**src/rtl/core/odh_pkg.sv**
```systemverilog
// Package for the ordered dither halftone block: payload types and constants.
// Depends on: nothing.
package odh_pkg;

    localparam int TABLE_DEPTH = 256;
    localparam int PIX_W       = 8;
    localparam int LEVEL_W     = 4;
    localparam int MASK_W      = 9;
    localparam int MAT_SIDE    = 3;

    // item opcodes
    localparam logic OP_LOAD  = 1'b0;
    localparam logic OP_PIXEL = 1'b1;

    // level quantizer for m = 3: divisor 28, reciprocal 73 / 2048 (underestimates by < 1)
    localparam logic [4:0] DIV3      = 5'd28;
    localparam logic [6:0] RECIP3    = 7'd73;
    localparam int         RECIP3_SH = 11;

    // clustered-dot thresholds, index row*3+col
    localparam logic [LEVEL_W-1:0] THRESH [MASK_W] = '{
        4'd6, 4'd8, 4'd4,
        4'd1, 4'd0, 4'd3,
        4'd5, 4'd2, 4'd7
    };

    typedef struct packed {
        logic             op;
        logic [PIX_W-1:0] table_index;
        logic [PIX_W-1:0] table_value;
        logic [PIX_W-1:0] pixel;
    } odh_in_t;

    typedef struct packed {
        logic [MASK_W-1:0]  dot_mask;
        logic [LEVEL_W-1:0] level;
    } odh_out_t;

endpackage

```
**src/rtl/core/odh_ram.sv**
```systemverilog
// Generic single-write, single-read RAM with registered read data.
// Depends on: nothing.
module odh_ram #(
    parameter int WIDTH = 8,
    parameter int DEPTH = 256
) (
    input  logic                     aclk,
    input  logic                     we,
    input  logic [$clog2(DEPTH)-1:0] waddr,
    input  logic [WIDTH-1:0]         wdata,
    input  logic                     re,
    input  logic [$clog2(DEPTH)-1:0] raddr,
    output logic [WIDTH-1:0]         rdata
);

    logic [WIDTH-1:0] mem_reg [DEPTH];
    logic [WIDTH-1:0] rdata_reg;

    always_ff @(posedge aclk) begin
        if (we) begin
            mem_reg[waddr] <= wdata;
        end
        if (re) begin
            rdata_reg <= mem_reg[raddr];
        end
    end

    assign rdata = rdata_reg;

endmodule

```
**src/rtl/core/ordered_dither_halftone_block.sv**
```systemverilog
// Top level of the clustered-dot ordered dither halftone block.
// Depends on: odh_pkg, odh_ram.
//
// Usage:
//   s_valid/s_ready/s_data carry input transactions. op = load writes
//   table_value into gamma table entry table_index and yields no result;
//   op = pixel looks the pixel up in the table, quantizes it to a level and
//   yields one m_data transaction: dot_mask (bit row*3+col white) and level.
//   Load the whole table before sending pixels.
//   cfg_we/cfg_wdata set block_size m (0 acts as 1, above MAX_BLOCK is
//   clamped); write it only while the block is idle.
// Pipeline:
//   One transaction per cycle unless m_ready stalls the output. The accepting
//   edge does the table read; reciprocal multiply, quotient correction and level
//   select, and threshold compare follow, each into its own register.
// Reset:
//   aresetn clears all pipeline valid bits and sets block_size to 3.
//   The gamma table is not cleared.
// Stall:
//   Low m_ready holds the output; the stages behind it fill up and s_ready
//   falls only when every stage holds a pixel. Nothing is lost or repeated.
module ordered_dither_halftone_block #(
    parameter int MAX_BLOCK = 3
) (
    input  logic             aclk,
    input  logic             aresetn,
    input  logic             s_valid,
    output logic             s_ready,
    input  odh_pkg::odh_in_t s_data,
    output logic             m_valid,
    input  logic             m_ready,
    output odh_pkg::odh_out_t m_data,
    input  logic             cfg_we,
    input  logic [1:0]       cfg_wdata
);

    localparam int PW = odh_pkg::PIX_W;
    localparam int LW = odh_pkg::LEVEL_W;
    localparam int MW = odh_pkg::MASK_W;
    localparam int PROD_W = PW + 7;

    logic [1:0] block_size_reg, block_size_next;
    logic [1:0] m_eff;

    logic          v1_reg, v1_next;
    logic [1:0]    m1_reg;
    logic [PW-1:0] gamma;

    logic          v2_reg, v2_next;
    logic [1:0]    m2_reg;
    logic [PW-1:0] g2_reg;
    logic [LW-1:0] q2_reg, q2_next;
    logic [PROD_W-1:0] prod;

    logic          v3_reg, v3_next;
    logic [1:0]    m3_reg;
    logic [LW-1:0] lvl3_reg, lvl3_next;
    logic [PW-1:0] rem;
    logic [LW-1:0] q_fix;

    logic              out_valid_reg, out_valid_next;
    odh_pkg::odh_out_t out_reg, out_next;

    logic load1, load2, load3, load4;
    logic s_accept;

    // ---------------- configuration ----------------
    always_comb begin
        block_size_next = cfg_we ? cfg_wdata : block_size_reg;
        if (block_size_reg == 2'd0) begin
            m_eff = 2'd1;
        end else if (block_size_reg > 2'(MAX_BLOCK)) begin
            m_eff = 2'(MAX_BLOCK);
        end else begin
            m_eff = block_size_reg;
        end
    end

    // ---------------- pipeline flow control ----------------
    assign load4    = !out_valid_reg || m_ready;
    assign load3    = !v3_reg || load4;
    assign load2    = !v2_reg || load3;
    assign load1    = !v1_reg || load2;
    assign s_ready  = load1;
    assign s_accept = s_valid && s_ready;

    // ---------------- stage 1: table read ----------------
    odh_ram #(
        .WIDTH(PW),
        .DEPTH(odh_pkg::TABLE_DEPTH)
    ) u_gamma (
        .aclk (aclk),
        .we   (s_accept && (s_data.op == odh_pkg::OP_LOAD)),
        .waddr(s_data.table_index),
        .wdata(s_data.table_value),
        .re   (s_accept && (s_data.op == odh_pkg::OP_PIXEL)),
        .raddr(s_data.pixel),
        .rdata(gamma)
    );

    assign v1_next = load1 ? (s_accept && (s_data.op == odh_pkg::OP_PIXEL)) : v1_reg;

    // ---------------- stage 2: reciprocal estimate ----------------
    assign prod    = PROD_W'(gamma) * PROD_W'(odh_pkg::RECIP3);
    assign q2_next = prod[PROD_W-1 -: LW];
    assign v2_next = load2 ? v1_reg : v2_reg;

    // ---------------- stage 3: correct quotient, select level ----------------
    always_comb begin
        rem   = g2_reg - PW'(q2_reg * odh_pkg::DIV3);
        q_fix = (rem >= PW'(odh_pkg::DIV3)) ? q2_reg + LW'(1) : q2_reg;
        case (m2_reg)
            2'd2:    lvl3_next = LW'(g2_reg[PW-1 -: 2]);
            2'd3:    lvl3_next = q_fix;
            default: lvl3_next = '0;
        endcase
    end
    assign v3_next = load3 ? v2_reg : v3_reg;

    // ---------------- stage 4: threshold compare ----------------
    always_comb begin
        out_next.level = lvl3_reg;
        for (int i = 0; i < MW; i++) begin
            out_next.dot_mask[i] = ((i / odh_pkg::MAT_SIDE) < int'(m3_reg))
                                && ((i % odh_pkg::MAT_SIDE) < int'(m3_reg))
                                && (lvl3_reg > odh_pkg::THRESH[i]);
        end
    end
    assign out_valid_next = load4 ? v3_reg : out_valid_reg;

    // ---------------- registers ----------------
    always_ff @(posedge aclk) begin
        if (!aresetn) begin
            block_size_reg <= 2'd3;
            v1_reg         <= 1'b0;
            v2_reg         <= 1'b0;
            v3_reg         <= 1'b0;
            out_valid_reg  <= 1'b0;
        end else begin
            block_size_reg <= block_size_next;
            v1_reg         <= v1_next;
            v2_reg         <= v2_next;
            v3_reg         <= v3_next;
            out_valid_reg  <= out_valid_next;
        end
    end

    always_ff @(posedge aclk) begin
        if (load1) begin
            m1_reg <= m_eff;
        end
        if (load2) begin
            m2_reg <= m1_reg;
            g2_reg <= gamma;
            q2_reg <= q2_next;
        end
        if (load3) begin
            m3_reg   <= m2_reg;
            lvl3_reg <= lvl3_next;
        end
        if (load4) begin
            out_reg <= out_next;
        end
    end

    assign m_valid = out_valid_reg;
    assign m_data  = out_reg;

endmodule

```
**config.mk**
```make
export PLATFORM = sky130hd
export DESIGN_NAME = ordered_dither_halftone_block
export DESIGN_NICKNAME = d
export VERILOG_FILES = /design/src/rtl/core/odh_pkg.sv /design/src/rtl/core/odh_ram.sv /design/src/rtl/core/ordered_dither_halftone_block.sv
export SDC_FILE = /design/constraint.sdc
export NUM_CORES = 2
export LEC_CHECK = 0
export BUFFER_PORTS_ARGS = -buffer_cell sky130_fd_sc_hd__buf_2
export CAP_MARGIN = 30
export CORE_MARGIN = 2
export CORE_UTILIZATION = 39
export DETAILED_ROUTE_END_ITERATION = 16
export HOLD_SLACK_MARGIN = 0.02
export SLEW_MARGIN = 20
export SYNTH_ARGS = -nofsm -noshare
export SYNTH_HDL_FRONTEND = slang
export SYNTH_SLANG_ARGS = --single-unit
```
**constraint.sdc**
```tcl
create_clock -name aclk -period 3.2 [get_ports aclk]
set_input_delay 0.48 -clock aclk [delete_from_list [all_inputs] [get_ports aclk]]
set_output_delay 0.48 -clock aclk [all_outputs]
set_load 0.01 [all_outputs]
```
==> results by group <==
Status
  • Status: complete, but fails checks
  • Failing checks: negative setup slack

Power
  • Pleak: 0.03129 uW
  • Power density over the cells: roughly 600 nW/um2
  • Comb pwr share: 7.2%
  • Sequential power share: a little over half
  • Switching Share: a little over a fifth
  • Internal: 45,830 uW
  • Max VDD drop: between 600 and 700 uV
  • Psw: between 10,000 and 15,000 uW
  • Tot Pwr: 58,500 uW
  • Clk network pwr share: 40.7%

STA
  • RSZ-0062 raised after global routing: true
  • Slew @ Worst Pin: between 0.9 and 1 ns
  • Max-slew violation count: 0
  • Period utilisation layout: 103.7%
  • Setup-failing EPs final: 4
  • Slew HR: around 37%
  • Clk_skew: 0.02700 ns
  • Fin worst setup slack: -0.1185 ns
  • Final period demand of the worst path: ~3.3 ns
  • Max Fclk: approximately 0.3 GHz
  • Final Hold Violating Endpoints: 0

Route
  • DR WL/cell: ~28 um
  • Vias per inst: 5.521
  • Top Layer Used: met4
  • Routed met2 length: between 90,000 and 100,000 um
  • Vias: about 40,000
  • Metal1 wirelength: around 86,000 um
  • Detailed-route DRC error count: 0
  • First DRT Iteration DRCs: about 5,300
  • DRT Pass-1 Iters: 6
  • Final WL: 205,500 um
  • Met3 wire len: 16,900 um
  • Post-route ant nets: 0

Logic synthesis
  • Yosys top cell by area: edfxtp_1
  • Share of the yosys chip area belonging to registers: about 77%
  • Top-count cell post-synth: edfxtp_1
  • Syn Inst Count: between 3,000 and 4,000
  • Ys async rst share: 0%
  • Top cell type's share of synthesized area: 76.98%
  • Ys Warns: 0
  • FF+latch count, synth: approximately 2,100
  • Most area-consuming cells after synthesis: edfxtp_1 77%, mux4_2 14%, nor2_1 1.3%
  • Post-synth cell types: 60
  • Syn_nets: 3,844
  • Number of synthesized flops with an enable pin: ~2,100
  • Post-synth top cells: 2,089 x edfxtp_1, 513 x mux4_2, 277 x nor2_1
  • Syn_area_per_cell: between 20 and 25 um2
  • Ys flop type: edfxtp_1
  • Mapped cell area: just over 80,000 um2

Die
  • Cell Rows: between 150 and 200
  • Die width: roughly 460 um
  • Core ar.: 207,500 um2
  • Starting Density: 39.27%
  • Die area: between 200,000 and 250,000 um2
  • Die height: roughly 460 um
  • IO Count: 47

Placed design
  • Dpl cells: 7,030
  • Routability cong.: 0.8323
  • Half-perimeter wire length after placement: 132,800 um
  • Count of input and output buffers: 46

Setup path
  • Cells on worst reg2reg path: 10
  • CP top delay family: adder cells
  • Max incr delay on CP: about 0.56 ns
  • Worst-path maximum fanout: 6
  • Worst EP required: 3.77 ns
  • Cell Chain, Critical Path: fa_1 > ha_2 > inv_2 > fa_1 > ha_4 > or4b_4 > a21oi_4 > o221a_4 > a21boi_2 > mux2i_1
  • Type of origin of the critical path: register
  • Critical path's slowest cell: fa_1
  • CP Capture Type: register
  • Buf+Inv Stages, Crit Path: 1
  • CP Class: reg -> reg
  • Crit path depth: 10
  • CP arrival: approximately 3.9 ns
  • Crit path top cell by count: fa_1

GRT
  • Pin count of the biggest net entering global routing: 92
  • Antenna violations before repair: 14
  • First-pass GRT wire length: approximately 300,000 um
  • Vias in the first global route: ~42,000
  • Overflow left after global routing: 0
  • Total global routing track utilization: 19.36%

Clock network
  • # H-tree levels: 4
  • Clock slew at reported path FFs: about 0.06 ns
  • TritonCTS Buffers: 209
  • Clock root buffer: clkbuf_16
  • CTS tree: done
  • Clock latency on the worst-skew pair: about 0.83 ns
  • Clock sinks: between 2,000 and 2,500
  • Max clock buf depth: 3

Min path
  • Hold path depth: 4
  • Min-delay worst type: in -> reg

Flow run
  • Maxcap violations: 0

Final layout
  • Max reg flops: 2,048
  • FILL cells: 17,064
  • Final Non-Filler Cells: between 7,000 and 8,000
  • Fraction of layout cells with a size suffix above 1: 32.61%
  • Layout area overhead: 18.49%
  • Layout Nets: roughly 4,500
==> path summary, 6_finish.rpt <==
| check | start | end | slack (ns) |
|---|---|---|---|
| max | q2_reg[0]$_DFFE_PP_ | lvl3_reg[2]$_DFFE_PP_ | -0.12 |
| min | m_ready | m_valid$_SDFFE_PN0P_ | 0.14 |
| max reg2reg | q2_reg[0]$_DFFE_PP_ | lvl3_reg[2]$_DFFE_PP_ | -0.12 |
| min reg2reg | m1_reg[1]$_SDFFCE_PP0N_ | m2_reg[1]$_DFFE_PP_ | 0.45 |
==> metrics by stage <==
step	setup WS (ns)	hold slack [ns]	area [um2]	TNS (ns)	utilization, %
floorplan	-0.08741	0.4003	81520	-0.3343	-
detailed placement	-0.4995	0.4147	89820	-2.948	43.29
finish	-0.1185	0.1377	96560	-0.4264	46.54
global route	-0.2083	0.1007	96550	-0.8162	46.53
global placement	-0.4675	0.4446	89810	-2.766	43.28
CTS	-0.1304	0.06181	96530	-0.4577	46.53
==> layout make-up <==
type / instances / area (um2) / area share, %
clock inverters: 117 / 1054 / 1.091
well taps: 2788 / 3488 / 3.613
diodes: 8 / 20.02 / 0.02073
clock buffers: 263 / 5582 / 5.780
multi-input cells: 1439 / 17520 / 18.14
flip-flops and latches: 2095 / 62850 / 65.09
repair buffers: 695 / 5969 / 6.182
inverters: 21 / 78.83 / 0.08163
==> routing by layer <==
metal | up-vias | GRT usage (%)
met2 | 1662 | 30.65
met4 | 0 | 5.019
met1 | 21821 | 27.59
met5 | - | 0
met3 | 254 | 3.746
li1 | 17261 | -
==> logic make-up (layout without fill, tap and decap cells) <==
group / Yosys count / in the layout / share of synthesized area (%)
flip-flops: 2095 / 2095 / 77.13
AND/OR/NAND/NOR: 455 / 455 / 2.374
adder cells (fa/ha/maj): 42 / 42 / 0.7001
other: 0 / 8 / 0
multiplexers: 604 / 604 / 15.30
buffers and inverters: 236 / 1096 / 1.538
XOR/XNOR: 5 / 5 / 0.05375
AO/OA/AOI/OAI: 333 / 333 / 2.913
==> what timing repair did <==
item,4_1_cts,5_1_grt
endpoints found under the setup margin,4,5
pin swaps,7,3
gates resized for setup,2,2
endpoints found under the hold margin,13,0
hold buffers,5,0
buffers inserted,3,0
==> worst reg2reg max path, cell delays in order, from the launching register on <==
cell	delay (ns)
edfxtp_1	0.42
fa_1	0.56
ha_2	0.19
inv_2	0.04
fa_1	0.48
ha_4	0.30
or4b_4	0.47
a21oi_4	0.15
o221a_4	0.25
a21boi_2	0.06
mux2i_1	0.15
==> layout by cell type (no fill, tap or decap), drive strengths merged, types with 5 or more instances in the layout <==
cell type,Yosys,final
buf,127,689
nand2,77,77
a21oi,56,56
ha,36,36
a221oi,13,13
a31oi,23,23
diode,0,8
edfxtp,2089,2089
a211oi,24,24
inv,21,28
a22oi,105,105
dfxtp,6,6
mux2i,91,91
o221ai,37,37
o22ai,7,7
a22o,20,20
and3,10,10
dlygate4sd3,0,5
fa,6,6
clkinv,0,89
nand4,8,8
clkbuf,88,264
nor2,277,277
mux4,513,513
bufinv,0,17
o21ai,21,21
o21a,7,7
nor2b,19,19
nor3,15,15
nand3,27,27
==> power by group through the flow <==
stage | registers [uW] | clock network [uW] | logic, uW
final | 30500 | 23800 | 4220
after global placement | 31100 | 0 | 4090
after floorplan | 31100 | 0 | 2200
after CTS | 30500 | 24200 | 4230
after detailed placement | 31100 | 0 | 4160
after global routing | 30500 | 25300 | 4540
Note: power is estimated with default switching activity, not from simulation.
